### src/sv/pfc_pkg.sv
package pfc_pkg;

  localparam logic [2:0] FMT_A8       = 3'd0;
  localparam logic [2:0] FMT_I8       = 3'd1;
  localparam logic [2:0] FMT_IA88     = 3'd2;
  localparam logic [2:0] FMT_RGB888   = 3'd3;
  localparam logic [2:0] FMT_RGBA8888 = 3'd4;

  localparam logic [1:0] REG_SOURCE_FORMAT = 2'd0;
  localparam logic [1:0] REG_TARGET_FORMAT = 2'd1;
  localparam logic [1:0] REG_WIDTH_PIXELS  = 2'd2;
  localparam logic [1:0] REG_IN_ROW_BYTES  = 2'd3;

  localparam int MAX_ROW_PIXELS = 65536;
  localparam int PIX_W          = $clog2(MAX_ROW_PIXELS + 1);
  localparam int STRIDE_MAX     = 262144;
  localparam int POS_W          = $clog2(STRIDE_MAX);

  // luma = (299R + 587G + 114B + 500) / 1000, divide done by reciprocal
  localparam int LUMA_R      = 299;
  localparam int LUMA_G      = 587;
  localparam int LUMA_B      = 114;
  localparam int LUMA_ROUND  = 500;
  localparam int LUMA_DIV    = 1000;
  localparam int LUMA_SHIFT  = 28;
  localparam int LUMA_RECIP  = (2 ** LUMA_SHIFT + LUMA_DIV - 1) / LUMA_DIV;
  localparam int SUM_W       = 18;
  localparam int RECIP_W     = 19;
  localparam int PROD_W      = SUM_W + RECIP_W;

  localparam logic [7:0] ALPHA_OPAQUE = 8'hFF;

  localparam int QUEUE_DEPTH = 4;
  localparam int OUT_DEPTH   = 4;

  typedef struct packed {
    logic [2:0]  src_fmt;
    logic [2:0]  dst_fmt;
    logic [16:0] width;
    logic [18:0] stride;
  } cfg_t;

  typedef struct packed {
    logic [7:0] data_byte;
    logic       image_start;
  } in_item_t;

  typedef struct packed {
    logic [7:0] chan0;
    logic [7:0] chan1;
    logic [7:0] chan2;
    logic [7:0] chan3;
    logic [2:0] byte_count;
    logic       row_end;
  } result_t;

  // one gathered pixel handed from front to back
  typedef struct packed {
    logic [7:0] b0;
    logic [7:0] b1;
    logic [7:0] b2;
    logic [7:0] b3;
    logic [2:0] src;
    logic [2:0] dst;
    logic       row_end;
  } rec_t;

  function automatic logic [2:0] fmt_code(input logic [2:0] f);
    return (f > FMT_RGBA8888) ? FMT_RGBA8888 : f;
  endfunction

  function automatic logic [2:0] fmt_bytes(input logic [2:0] f);
    logic [2:0] n;
    unique case (f)
      FMT_A8, FMT_I8: n = 3'd1;
      FMT_IA88:       n = 3'd2;
      FMT_RGB888:     n = 3'd3;
      default:        n = 3'd4;
    endcase
    return n;
  endfunction

  function automatic logic [3:0][7:0] convert(input logic [2:0] src, input logic [2:0] dst,
                                              input logic [3:0][7:0] b, input logic [7:0] y);
    logic [3:0][7:0] o;
    o = '0;
    if (src == dst || (src <= FMT_I8 && dst <= FMT_I8)) begin
      o = b;
    end else begin
      unique case ({src, dst})
        {FMT_A8, FMT_IA88}:         begin o[0] = ALPHA_OPAQUE; o[1] = b[0]; end
        {FMT_A8, FMT_RGBA8888}:     o[3] = b[0];
        {FMT_I8, FMT_IA88}:         begin o[0] = b[0]; o[1] = ALPHA_OPAQUE; end
        {FMT_I8, FMT_RGB888}:       begin o[0] = b[0]; o[1] = b[0]; o[2] = b[0]; end
        {FMT_I8, FMT_RGBA8888}: begin
          o[0] = b[0]; o[1] = b[0]; o[2] = b[0]; o[3] = ALPHA_OPAQUE;
        end
        {FMT_IA88, FMT_A8}:         o[0] = b[1];
        {FMT_IA88, FMT_I8}:         o[0] = b[0];
        {FMT_IA88, FMT_RGB888}:     begin o[0] = b[0]; o[1] = b[0]; o[2] = b[0]; end
        {FMT_IA88, FMT_RGBA8888}: begin
          o[0] = b[0]; o[1] = b[0]; o[2] = b[0]; o[3] = b[1];
        end
        {FMT_RGB888, FMT_I8}:       o[0] = y;
        {FMT_RGB888, FMT_IA88}:     begin o[0] = y; o[1] = ALPHA_OPAQUE; end
        {FMT_RGB888, FMT_RGBA8888}: begin
          o[0] = b[0]; o[1] = b[1]; o[2] = b[2]; o[3] = ALPHA_OPAQUE;
        end
        {FMT_RGBA8888, FMT_A8}:     o[0] = b[3];
        {FMT_RGBA8888, FMT_I8}:     o[0] = y;
        {FMT_RGBA8888, FMT_IA88}:   begin o[0] = y; o[1] = b[3]; end
        {FMT_RGBA8888, FMT_RGB888}: begin o[0] = b[0]; o[1] = b[1]; o[2] = b[2]; end
        default:                    o = '0;
      endcase
    end
    return o;
  endfunction

endpackage

### src/sv/pfc_front.sv
module pfc_front (
  input  logic              clk,
  input  logic              rst,
  input  pfc_pkg::cfg_t     cfg,
  input  logic              push,
  input  pfc_pkg::in_item_t pixel_byte,
  input  logic              q_full,
  output logic              q_push,
  output pfc_pkg::rec_t     q_rec
);
  import pfc_pkg::*;

  logic [POS_W-1:0] row_pos, row_pos_next, pos_cur;
  logic [PIX_W-1:0] pix_cnt, pix_cnt_next, pix_cur, width_eff;
  logic [1:0]       ch_pos, ch_pos_next, ch_cur;
  logic [23:0]      held, held_next, held_cur;
  logic [18:0]      stride_eff;
  logic [2:0]       src, dst, need;
  logic             accept, active, finish, row_done;
  logic [3:0][7:0]  b;

  always_comb begin
    src = fmt_code(cfg.src_fmt);
    dst = fmt_code(cfg.dst_fmt);
    width_eff = (32'(cfg.width) > 32'(MAX_ROW_PIXELS)) ? PIX_W'(MAX_ROW_PIXELS)
                                                       : PIX_W'(cfg.width);
    if (cfg.stride == 19'd0)
      stride_eff = 19'd1;
    else if (32'(cfg.stride) > 32'(STRIDE_MAX))
      stride_eff = 19'(STRIDE_MAX);
    else
      stride_eff = cfg.stride;

    // image start clears position state before the byte is taken
    pos_cur  = pixel_byte.image_start ? '0 : row_pos;
    pix_cur  = pixel_byte.image_start ? '0 : pix_cnt;
    ch_cur   = pixel_byte.image_start ? '0 : ch_pos;
    held_cur = pixel_byte.image_start ? '0 : held;

    accept   = push && !q_full;
    active   = pix_cur < width_eff;
    need     = fmt_bytes(src);
    finish   = active && (({1'b0, ch_cur} + 3'd1) >= need);
    row_done = ({1'b0, pos_cur} + 19'd1) >= stride_eff;

    b    = {8'd0, held_cur};
    b[ch_cur] = pixel_byte.data_byte;

    held_next = held_cur;
    unique case (ch_cur)
      2'd0: held_next[7:0]   = pixel_byte.data_byte;
      2'd1: held_next[15:8]  = pixel_byte.data_byte;
      2'd2: held_next[23:16] = pixel_byte.data_byte;
      2'd3: held_next        = held_cur;
    endcase

    pix_cnt_next = pix_cur;
    ch_pos_next  = ch_cur;
    if (finish) begin
      pix_cnt_next = pix_cur + 1'b1;
      ch_pos_next  = '0;
      held_next    = '0;
    end else if (active) begin
      ch_pos_next  = ch_cur + 2'd1;
    end else begin
      held_next    = held_cur;
    end

    row_pos_next = pos_cur + 1'b1;
    if (row_done) begin
      row_pos_next = '0;
      pix_cnt_next = '0;
      ch_pos_next  = '0;
      held_next    = '0;
    end

    q_push        = accept && finish;
    q_rec.b0      = b[0];
    q_rec.b1      = b[1];
    q_rec.b2      = b[2];
    q_rec.b3      = b[3];
    q_rec.src     = src;
    q_rec.dst     = dst;
    q_rec.row_end = (pix_cur + 1'b1) == width_eff;
  end

  always_ff @(posedge clk) begin
    if (rst) begin
      row_pos <= '0;
      pix_cnt <= '0;
      ch_pos  <= '0;
      held    <= '0;
    end else if (accept) begin
      row_pos <= row_pos_next;
      pix_cnt <= pix_cnt_next;
      ch_pos  <= ch_pos_next;
      held    <= held_next;
    end
  end

endmodule

### src/sv/pfc_queue.sv
module pfc_queue (
  input  logic          clk,
  input  logic          rst,
  input  logic          push,
  input  pfc_pkg::rec_t wr_rec,
  input  logic          pop,
  output pfc_pkg::rec_t rd_rec,
  output logic          full,
  output logic          empty
);
  import pfc_pkg::*;

  localparam int PTR_W = $clog2(QUEUE_DEPTH);
  localparam int CNT_W = $clog2(QUEUE_DEPTH + 1);

  rec_t             mem [QUEUE_DEPTH];
  logic [PTR_W-1:0] wr_ptr, rd_ptr;
  logic [CNT_W-1:0] count;
  logic             do_wr, do_rd;

  assign full   = count == CNT_W'(QUEUE_DEPTH);
  assign empty  = count == '0;
  assign do_wr  = push && !full;
  assign do_rd  = pop && !empty;
  assign rd_rec = mem[rd_ptr];

  always_ff @(posedge clk) begin
    if (rst) begin
      wr_ptr <= '0;
      rd_ptr <= '0;
      count  <= '0;
    end else begin
      if (do_wr) wr_ptr <= wr_ptr + 1'b1;
      if (do_rd) rd_ptr <= rd_ptr + 1'b1;
      if (do_wr && !do_rd)
        count <= count + 1'b1;
      else if (do_rd && !do_wr)
        count <= count - 1'b1;
    end
  end

  always_ff @(posedge clk) begin
    if (do_wr) mem[wr_ptr] <= wr_rec;
  end

  a_no_push_full: assert property (@(posedge clk) disable iff (rst) !(push && full))
    else $error("pixel pushed into full queue");

endmodule

### src/sv/pfc_back.sv
module pfc_back (
  input  logic             clk,
  input  logic             rst,
  input  pfc_pkg::rec_t    q_rec,
  input  logic             q_empty,
  output logic             q_pop,
  input  logic             pop,
  output logic             empty,
  output pfc_pkg::result_t pixel
);
  import pfc_pkg::*;

  localparam int PTR_W = $clog2(OUT_DEPTH);
  localparam int CNT_W = $clog2(OUT_DEPTH + 1);

  // stage 1: weighted sum, stage 2: reciprocal divide, then output queue
  logic              v1, v2;
  rec_t              r1, r2;
  logic [SUM_W-1:0]  sum, sum1;
  logic [PROD_W-1:0] prod;
  logic [7:0]        luma2;
  logic [3:0][7:0]   conv;
  logic [2:0]        n_out;
  result_t           res;

  result_t           mem [OUT_DEPTH];
  logic [PTR_W-1:0]  wr_ptr, rd_ptr;
  logic [CNT_W-1:0]  count;
  logic [CNT_W:0]    in_use;
  logic              do_rd;

  // issue only when the output queue has room for everything in flight
  assign in_use = {1'b0, count} + (CNT_W+1)'(v1) + (CNT_W+1)'(v2);
  assign q_pop  = !q_empty && (in_use < (CNT_W+1)'(OUT_DEPTH));

  assign sum = SUM_W'(q_rec.b0) * SUM_W'(LUMA_R) + SUM_W'(q_rec.b1) * SUM_W'(LUMA_G)
             + SUM_W'(q_rec.b2) * SUM_W'(LUMA_B) + SUM_W'(LUMA_ROUND);
  assign prod = PROD_W'(sum1) * PROD_W'(LUMA_RECIP);

  always_ff @(posedge clk) begin
    if (rst) begin
      v1 <= 1'b0;
      v2 <= 1'b0;
    end else begin
      v1 <= q_pop;
      v2 <= v1;
    end
  end

  always_ff @(posedge clk) begin
    r1    <= q_rec;
    sum1  <= sum;
    r2    <= r1;
    luma2 <= prod[LUMA_SHIFT+7:LUMA_SHIFT];
  end

  always_comb begin
    conv  = convert(r2.src, r2.dst, {r2.b3, r2.b2, r2.b1, r2.b0}, luma2);
    n_out = fmt_bytes(r2.dst);
    res.chan0      = conv[0];
    res.chan1      = (n_out > 3'd1) ? conv[1] : 8'd0;
    res.chan2      = (n_out > 3'd2) ? conv[2] : 8'd0;
    res.chan3      = (n_out > 3'd3) ? conv[3] : 8'd0;
    res.byte_count = n_out;
    res.row_end    = r2.row_end;
  end

  assign empty = count == '0;
  assign do_rd = pop && !empty;
  assign pixel = mem[rd_ptr];

  always_ff @(posedge clk) begin
    if (rst) begin
      wr_ptr <= '0;
      rd_ptr <= '0;
      count  <= '0;
    end else begin
      if (v2) wr_ptr <= wr_ptr + 1'b1;
      if (do_rd) rd_ptr <= rd_ptr + 1'b1;
      if (v2 && !do_rd)
        count <= count + 1'b1;
      else if (do_rd && !v2)
        count <= count - 1'b1;
    end
  end

  always_ff @(posedge clk) begin
    if (v2) mem[wr_ptr] <= res;
  end

  a_credit: assert property (@(posedge clk) disable iff (rst)
    in_use <= (CNT_W+1)'(OUT_DEPTH))
    else $error("output queue overcommitted");

  a_count_range: assert property (@(posedge clk) disable iff (rst)
    !empty |-> (pixel.byte_count >= 3'd1 && pixel.byte_count <= 3'd4))
    else $error("byte count out of range");

  a_unused_zero: assert property (@(posedge clk) disable iff (rst)
    (!empty && pixel.byte_count == 3'd1) |->
      (pixel.chan1 == 8'd0 && pixel.chan2 == 8'd0 && pixel.chan3 == 8'd0))
    else $error("unused channel not zero");

endmodule

### src/sv/pixel_format_converter_top.sv
// Pixel format converter: source image bytes in, converted pixels out.
// Input channel: push/full with pixel_byte (data byte, image start flag).
//   A byte is taken at an edge with push high and full low; one byte per
//   clock is sustained while full stays low.
// Result channel: empty/pop with pixel (chan0..chan3, byte_count, row_end).
//   The oldest result shows while empty is low and leaves on pop.
// Config: cfg_write with cfg_index/cfg_data writes source format, target
//   format, width in pixels and input row stride. Write only while idle.
// A finished pixel passes the middle queue, luma sum, divide and result queue.
// Throughput: one byte per cycle while full is low, set by the front position
//   counters; the back pipeline takes one pixel per cycle from the 4-entry
//   middle queue while the result queue has room for all in flight.
// Reset: positions, queues and pipeline clear; registers return to A8 to
//   A8, width 1, stride 1.
// Stall: when pop is held low the 4-entry result queue fills, the back stops
//   issuing, the middle queue fills and full rises; nothing is lost.
module pixel_format_converter_top (
  input  logic              clk,
  input  logic              rst,
  input  logic              push,
  output logic              full,
  input  pfc_pkg::in_item_t pixel_byte,
  output logic              empty,
  input  logic              pop,
  output pfc_pkg::result_t  pixel,
  input  logic              cfg_write,
  input  logic [1:0]        cfg_index,
  input  logic [18:0]       cfg_data
);
  import pfc_pkg::*;

  cfg_t cfg;
  rec_t q_wr_rec, q_rd_rec;
  logic q_push, q_pop, q_empty;

  always_ff @(posedge clk) begin
    if (rst) begin
      cfg.src_fmt <= FMT_A8;
      cfg.dst_fmt <= FMT_A8;
      cfg.width   <= 17'd1;
      cfg.stride  <= 19'd1;
    end else if (cfg_write) begin
      unique case (cfg_index)
        REG_SOURCE_FORMAT: cfg.src_fmt <= cfg_data[2:0];
        REG_TARGET_FORMAT: cfg.dst_fmt <= cfg_data[2:0];
        REG_WIDTH_PIXELS:  cfg.width   <= cfg_data[16:0];
        REG_IN_ROW_BYTES:  cfg.stride  <= cfg_data;
      endcase
    end
  end

  pfc_front u_front (
    .clk        (clk),
    .rst        (rst),
    .cfg        (cfg),
    .push       (push),
    .pixel_byte (pixel_byte),
    .q_full     (full),
    .q_push     (q_push),
    .q_rec      (q_wr_rec)
  );

  pfc_queue u_queue (
    .clk    (clk),
    .rst    (rst),
    .push   (q_push),
    .wr_rec (q_wr_rec),
    .pop    (q_pop),
    .rd_rec (q_rd_rec),
    .full   (full),
    .empty  (q_empty)
  );

  pfc_back u_back (
    .clk     (clk),
    .rst     (rst),
    .q_rec   (q_rd_rec),
    .q_empty (q_empty),
    .q_pop   (q_pop),
    .pop     (pop),
    .empty   (empty),
    .pixel   (pixel)
  );

endmodule

### config.mk
export PLATFORM = sky130hd
export DESIGN_NAME = pixel_format_converter_top
export DESIGN_NICKNAME = d
export VERILOG_FILES = /design/src/sv/pfc_pkg.sv /design/src/sv/pfc_front.sv /design/src/sv/pfc_queue.sv /design/src/sv/pfc_back.sv /design/src/sv/pixel_format_converter_top.sv
export SDC_FILE = /design/constraint.sdc
export NUM_CORES = 1
export LEC_CHECK = 0
export ABC_AREA = 1
export BUFFER_PORTS_ARGS = -buffer_cell sky130_fd_sc_hd__buf_2
export CORE_MARGIN = 2
export CORE_UTILIZATION = 25
export DETAILED_ROUTE_END_ITERATION = 16
export GPL_TIMING_DRIVEN = 0
export PLACE_DENSITY_LB_ADDON = 0.25
export SETUP_SLACK_MARGIN = 0.3
export SKIP_CTS_REPAIR_TIMING = 1
export SLEW_MARGIN = 15
export SYNTH_ARGS = -nofsm -noshare
export SYNTH_HDL_FRONTEND = slang
export SYNTH_SLANG_ARGS = --single-unit
### constraint.sdc
create_clock -name clk -period 11.6 [get_ports clk]
set_clock_uncertainty 0.2 [all_clocks]
set_input_delay 1.74 -clock clk [delete_from_list [all_inputs] [get_ports clk]]
set_output_delay 1.74 -clock clk [all_outputs]
set_load 0.01 [all_outputs]
==> flow_results.org, run 1 <==
** Logic synthesis
- By count the netlist is led by 563 x nand2_1, 511 x inv_1, 356 x nor2_1, 311 x ha_1, 300 x edfxtp_1.
- Synth Instances :: about 3400
- Dominant combinational cell family by area after synthesis :: adder cells
- Yosys top cell by area :: edfxtp_1
- The synthesized design contains 300 enable-type register cells.
- Share of the synthesized area in compound gates (AO/OA/AOI/OAI) :: 10.3%
- Synthesis-stage register bit count :: between 500 and 600
- The share of synthesized area in the top cell type comes to 29.2%.
- Fraction of registers with async set/reset :: 0%
- Among all flip-flop cells after synthesis, the most frequent one is edfxtp_1.
- Simple-gate share of the synthesized area :: 15.8%
- Post-Synthesis Mean Instance Area :: 9.16 µm²
- Netlist area before placement :: about 0.03 mm²
- For this run, the number of Yosys warnings is 0.
- Measured against the total synthesized area, the mux share comes to 0%.
- Top cells by area, synth :: edfxtp_1 29%, dfxtp_1 15%, ha_1 13%
- Netlist cell types :: 60
- Summing the areas of all xor and xnor instances in the mapped netlist gives 1.43% of the synthesized area.
- Synthesized net count :: 3839
- Most frequent cell after synthesis :: nand2_1
- After synthesis, flip-flops and latches occupy 43.9% of the total area.
- The synthesized netlist devotes 20.5% of its cell area to adder and majority cells.

** CTS
- Max clock buf depth :: 3
- Sink Count :: 527
- Clock tree from TritonCTS :: yes
- Clock root buffer :: clkbuf_16
- CTS buffer count :: 58
- Clk slew on worst S/H paths :: 0.06 ns
- The H-tree generated during clock tree synthesis spans 2 levels.
- Clock latency on the worst-skew pair :: 0.64 ns

** Setup path
- By startpoint and endpoint, the worst setup path is classified as reg2reg.
- Critical path startpoint category :: flip-flop
- Crit path max fanout :: 10
- Arrival time at the worst endpoint :: roughly 9 ns
- Data on the critical path is required at its endpoint by about 12 ns.
- Worst path most repeated cell :: fa_1
- Nature of the critical path endpoint :: flip-flop
- On the worst path, the slowest cell contributes a delay of 0.69 ns.
- The slowest stage of the critical path belongs to the cell a32oi_1.

** Routing
- Before antenna repair, the detailed router went through 6 iterations.
- The final layout contains routed wiring with a total length of 83.6 mm.
- Via Count :: 22800
- In the final routed layout, each cell accounts on average for 16.1 µm.
- In this run, the number of DRC markers left after iteration 0 of detailed routing was 1472.
- Number of nets with antenna violations after routing :: 0
- DRC violation count after routing :: 0
- Using the TritonRoute via totals, the vias-per-cell ratio works out to around 4.4.

** Run
- Across the run, the number of max-cap violations was 0.

** Floorplanning
- Area of the core :: 0.122 mm²
- The initial utilization of the core area, before any placement, comes to 25.3%.
- Die width :: between 300 and 400 µm
- Ports :: 73
- The die is 355 µm tall.
- Cell Rows :: 128
- Die Outline Area :: 0.126 mm²

** Timing
- The number of max-slew violations in the final report was 0.
- Crit path time final :: around 8.8 ns
- Count of endpoints failing hold in the final timing report :: 0
- For the pin with the worst max-slew slack, the measured transition is 1.17 ns.
- The worst pin sits at a relative slew slack of 21.9%.
- Fmax :: 114 MHz
- Setup repair after global routing left no endpoint under its margin.
- Setup violations remaining at the end of the flow were counted as 0.
- Sum of negative setup slack :: 0 ns
- In the finished design, the share of the clock period the worst path needs comes to 75.8%.

** GRT
- Combined global-route utilization of all metal layers :: 13.0%
- GRT overflow :: 0
- Via count of the first global-routing pass :: 22300
- Largest net degree at the start of global routing :: 31
- The first global-routing pass estimated roughly 130 mm of wire.
- Antenna violations before repair :: 11

** Placement
- Gpl congestion :: 0.882
- Once detailed placement completed, the half-perimeter wirelength came to 63.6 mm.
- During placement, the flow inserted port buffers numbering 70.

** Cells and area
- Area grow syn2layout :: 15.6%
- Of the cells placed in the final design, the portion with a size suffix greater than 1 is a little over 8%.
- At the end of the flow, the number of nets in the layout was between 3000 and 4000.

** Outcome
- Run status :: complete, no violations

** Min path
- Min-Delay Path Class :: reg2reg
==> final timing paths <==
kind / startpoint / to / slack, ns / cells after the start
setup / recovery: flip-flop / u_back.sum1[14] / 2.81 / 27
setup reg to reg: flip-flop / u_back.sum1[14] / 2.81 / 27
hold / removal: u_back.r1[37] / u_back.r2[37] / 0.13 / 0
hold reg to reg: u_back.r1[37] / u_back.r2[37] / 0.13 / 0
==> worst max-delay path: cells and delay by family, from the launching register on <==
family / cells / cell delay (ns)
xor+xnor: 2 / 0.32
compound gates: 4 / 1.36
simple gates: 3 / 0.31
fa+ha+maj: 10 / 4.24
flops: 1 / 0.38
buf+inv: 8 / 1.89
==> through the flow <==
stage          hold WS (ns)  std cells  utilization (%)  area (µm²)  setup slack [ns]
2_1_floorplan         0.110       3371                -       30900              4.42
3_3_place_gp          0.110       5066             27.2       33300              2.84
3_5_place_dp          0.112       5077             27.5       33600              2.82
4_1_cts               0.125       5186             29.2       35700              2.79
5_1_grt               0.131       5186             29.2       35700              2.35
6_report              0.125       5187             29.2       35700              2.81
==> state kept, by name (all words and copies together) (netlist names), 3 cells and up, named ones only <==
signal           flops
u_queue.mem        156
u_back.mem         144
cfg                 42
u_back.r1           39
u_back.r2           39
u_front.held        24
u_back.sum1         18
u_front.row_pos     18
u_front.pix_cnt     17
u_back.luma2         8
u_back.count         3
u_queue.count        3
==> layout make-up <==
class	count	area, µm²
antenna	1	2.50
buffer	104	494
clock buffer	76	1740
clock inverter	33	403
fill	12900	86500
inverter	527	1990
multi-input combinational	2213	14900
sequential	527	13600
tap	1625	2030
timing repair buffer	81	573
==> logic make-up after synthesis <==
kind of cell	after synthesis
simple gates	1159
buf+inv	631
compound gates	573
flops	527
fa+ha+maj	433
xor+xnor	48
==> layout by cell type, fill, tap and decap left out, types with 12 or more instances in the layout <==
cell type / netlist / layout
a31oi_1: 12 / 12
o21ai_0: 241 / 241
nand2_1: 563 / 563
buf_2: 16 / 86
clkbuf_1: 71 / 72
nor2_1: 356 / 352
inv_1: 511 / 507
dfxtp_1: 227 / 227
nand4_1: 38 / 38
xor2_1: 31 / 31
or2_2: 15 / 15
a22oi_1: 17 / 17
fa_1: 122 / 122
o22ai_1: 63 / 58
xnor2_1: 15 / 15
inv_2: 9 / 13
edfxtp_1: 300 / 300
nor3_1: 21 / 21
a21oi_1: 177 / 177
nand3_1: 120 / 120
a32oi_1: 12 / 12
clkinv_2: 0 / 15
ha_1: 311 / 311
clkbuf_16: 0 / 65
==> metal layers <==
layer  global-route usage (%)  up-vias  part of all wire [%]
met1                     17.4    10800                    47
li1                         -    11500                     -
met4                     3.96       14                   2.8
met2                     21.3      405                    45
met3                     2.51      145                   4.9
met5                        0        -                  0.11
Power of run 1 is left out: the tool's default activity adds up to more than one toggle a clock period on the data nets, which glitch-free logic cannot reach.
==> run 2: changes to the inputs <==
==> constraint.sdc (replaced) <==
create_clock -name clk -period 8.9 [get_ports clk]
set_clock_uncertainty 0.2 [all_clocks]
set_input_delay 1.335 -clock clk [delete_from_list [all_inputs] [get_ports clk]]
set_output_delay 1.335 -clock clk [all_outputs]
set_load 0.01 [all_outputs]
==> flow_results.org, run 2 (synthesized netlist as in run 1, its figures left out) <==
** Outcome
- The run finished with clean final reports.

** Setup path
- Number of buffer and inverter stages on the critical path :: 6 (-2)
- The data required time at the worst endpoint is 9.26 ns (-2.70 ns).
- Family of cells with the greatest summed delay on the critical path :: adder cells
- The cell that appears most often on the critical path is fa_1.
- Stages on worst setup path :: 26 (-3.7%)
- Slowest stage delay, CP :: 0.58 ns (-0.11 ns)
- STA classifies the critical path endpoint as a flip-flop.
- Setup Crit Path Kind :: reg2reg
- The data arrival time of the worst path came to 8.48 ns (-0.67 ns).
- The number of cell instances on the worst register-to-register path is 26 (-3.7%).
- Crit path max fanout :: 10 (unchanged)
- Library cell contributing the largest single delay on the critical path :: fa_1
- The worst reg-to-reg setup slack was 0.78 ns (-2.03 ns).
- The worst setup path is launched from a flip-flop.

** GRT
- Antenna violations before repair :: 11 (unchanged)
- The number of global-route vias before repair was 22300 (unchanged).
- The sum of overflow across all layers after global routing was 0 (unchanged).
- Largest net degree at the start of global routing :: 31 (unchanged)
- First-pass GRT wire length :: 129 mm (unchanged)
- The global-route total usage across every layer came to 13.0% (unchanged).

** Timing
- Setup repair after global routing missed its margin :: false
- The hold slack is 0.125 ns (+0.00000200 ns).
- The total setup violations reported at the end of the flow came to 0 (unchanged).
- The summed negative setup slack over all endpoints was 0 ns (unchanged).
- The part of the cycle the worst path needs came to 91.2% (+15 points).
- Fmax :: 123 MHz (+8.3%)
- The slew at the pin closest to its max-slew limit is 1.17 ns (-0.000706 ns).
- The time the worst path needs with I/O delays and setup is 8.12 ns (-0.672 ns).
- Worst slew margin relative to its limit :: 22.0% (+0.047 points)
- The number of max-slew violations in the final report is 0 (unchanged).
- Count of endpoints failing hold in the final timing report :: 0 (unchanged)

** Cells and area
- Most used cells in the layout excluding fill and tap cells :: 563 x nand2_1, 507 x inv_1, 352 x nor2_1
- Flip-flop count of the largest register after layout :: 156 (unchanged)
- From synthesis to final layout, the design area changed by 15.7%.
- Leaving out fill and tap cells, the most frequent cell in the layout is nand2_1.
- Counting flops per register, the top entry is u_queue.mem.
- The count of fill cells added during filler insertion is 12900 (-0.031%).
- Top flop regs :: u_queue.mem (156), u_back.mem (144), cfg (42)
- The layout cell share with drive strength beyond 1 was 8.57% (+0.37 points).
- The register cell area after layout came to 0.0136 mm² (unchanged).
- The net total in the final layout came to 3980 (unchanged).
- The area of combinational cells with multiple inputs came to 0.0149 mm² (+0.24%).

** Routing
- DRC violation count after routing :: 0 (unchanged)
- The total routed wirelength came to 83.6 mm (about the same).
- First-iteration detailed-routing DRC count :: 1346 (-8.6%)
- Length of the first detailed-routing pass in iterations :: 5 (-1)
- The per-cell via count in the routed design was 4.40 (about the same).
- Routed wire per std cell :: 16.1 µm (about the same)
- Via Count :: 22800 (-0.0044%)
- Number of nets with antenna violations after routing :: 0 (unchanged)

** CTS
- The H-tree depth is 2 (unchanged).
- TritonCTS built the clock tree.
- The clock latency on the worst-skew pair is 0.63 ns (about the same).
- The clock slew at the register clock pins of the worst setup and hold paths came to 0.06 ns (about the same).
- Clock tree synthesis selected as its root buffer the cell clkbuf_16.
- Sink Count :: 527 (unchanged)
- The number of CTS-inserted buffers came to 58 (unchanged).
- The maximum buffer depth of the clock tree came to 3 (unchanged).

** Run
- The max-cap check violation count is 0 (unchanged).

** Floorplanning
- Die width :: 355 µm (unchanged)
- Initial Utilization :: 25.3% (unchanged)
- Ports :: 73 (unchanged)
- The area of the core came to 0.122 mm² (unchanged).
- Die Outline Area :: 0.126 mm² (unchanged)
- Cell Rows :: 128 (unchanged)
- The die outline height is 355 µm (unchanged).

** Placement
- HPWL after detailed placement :: 63.6 mm (unchanged)
- The final weighted congestion of routability-driven global placement was 0.882 (unchanged).
- Port bufs :: 70 (unchanged)

** Min path
- The cell depth of the worst min-delay path is 0 (unchanged).
- Min-Delay Path Class :: reg2reg
## run 2: changes by cell type in the layout (fill, tap and decap cells not counted)
cell,change
a32oi_1,-4
a32oi_2,+4
buf_1,-2
clkbuf_1,-6
clkbuf_2,+8
o22ai_1,-1
o22ai_2,+1
## run 2: path summary, 6_finish.rpt
check / end / from
setup / recovery: u_back.sum1[14] / flip-flop
hold / removal: u_back.r2[37] / u_back.r1[37]
setup reg to reg: u_back.sum1[14] / flip-flop
hold reg to reg: u_back.r2[37] / u_back.r1[37]
## run 2: area by class of cell
class / count / share of cell area, %
Tap cell: 1625 / 5.69
Antenna cell: 1 / 0.00700
Multi-Input combinational cell: 2213 / 41.8
Sequential cell: 527 / 37.9
Buffer: 104 / 1.41
Timing Repair Buffer: 81 / 1.60
Clock inverter: 33 / 1.13
Clock buffer: 76 / 4.87
Inverter: 527 / 5.56
## run 2: through the flow
step / utilization (%) / std cells / setup slack (ns) / area [µm²]
detailed placement: 27.5 / 5077 / 0.121 / 33600
global placement: 27.2 / 5066 / 0.140 / 33300
CTS: 29.2 / 5186 / 0.0900 / 35700
global route: 29.2 / 5186 / 0.339 / 35700
floorplan: - / 3371 / 1.72 / 30900
finish: 29.3 / 5187 / 0.782 / 35700
## run 2: layer usage
| metal | GRT usage [%] | vias up | routed length [µm] | part of all wire (%) |
|---|---|---|---|---|
| met5 | 0 | - | 88 | 0.11 |
| met2 | 21.3 | 429 | 37600 | 45 |
| li1 | - | 11500 | - | - |
| met1 | 17.4 | 10800 | 39300 | 47 |
| met4 | 3.96 | 14 | 2330 | 2.8 |
| met3 | 2.51 | 144 | 4240 | 5.1 |
## run 2: worst reg2reg max path, cell delays in order, from the launching register on
cell and delay (ns):
dfxtp_1 0.52, clkbuf_1 0.45, clkbuf_2 0.35, nand2_1 0.11
a32oi_2 0.56, inv_1 0.14, fa_1 0.58, inv_1 0.06
fa_1 0.45, ha_1 0.35, fa_1 0.47, xor2_1 0.19
ha_1 0.29, ha_1 0.29, fa_1 0.50, inv_1 0.05
fa_1 0.47, fa_1 0.54, inv_1 0.04, ha_1 0.34
nand2_1 0.08, o21ai_0 0.16, a21oi_1 0.10, o21ai_0 0.41
nand3_1 0.13, nand3_1 0.11, xor2_1 0.13
Power of run 2 is left out for the same reason.
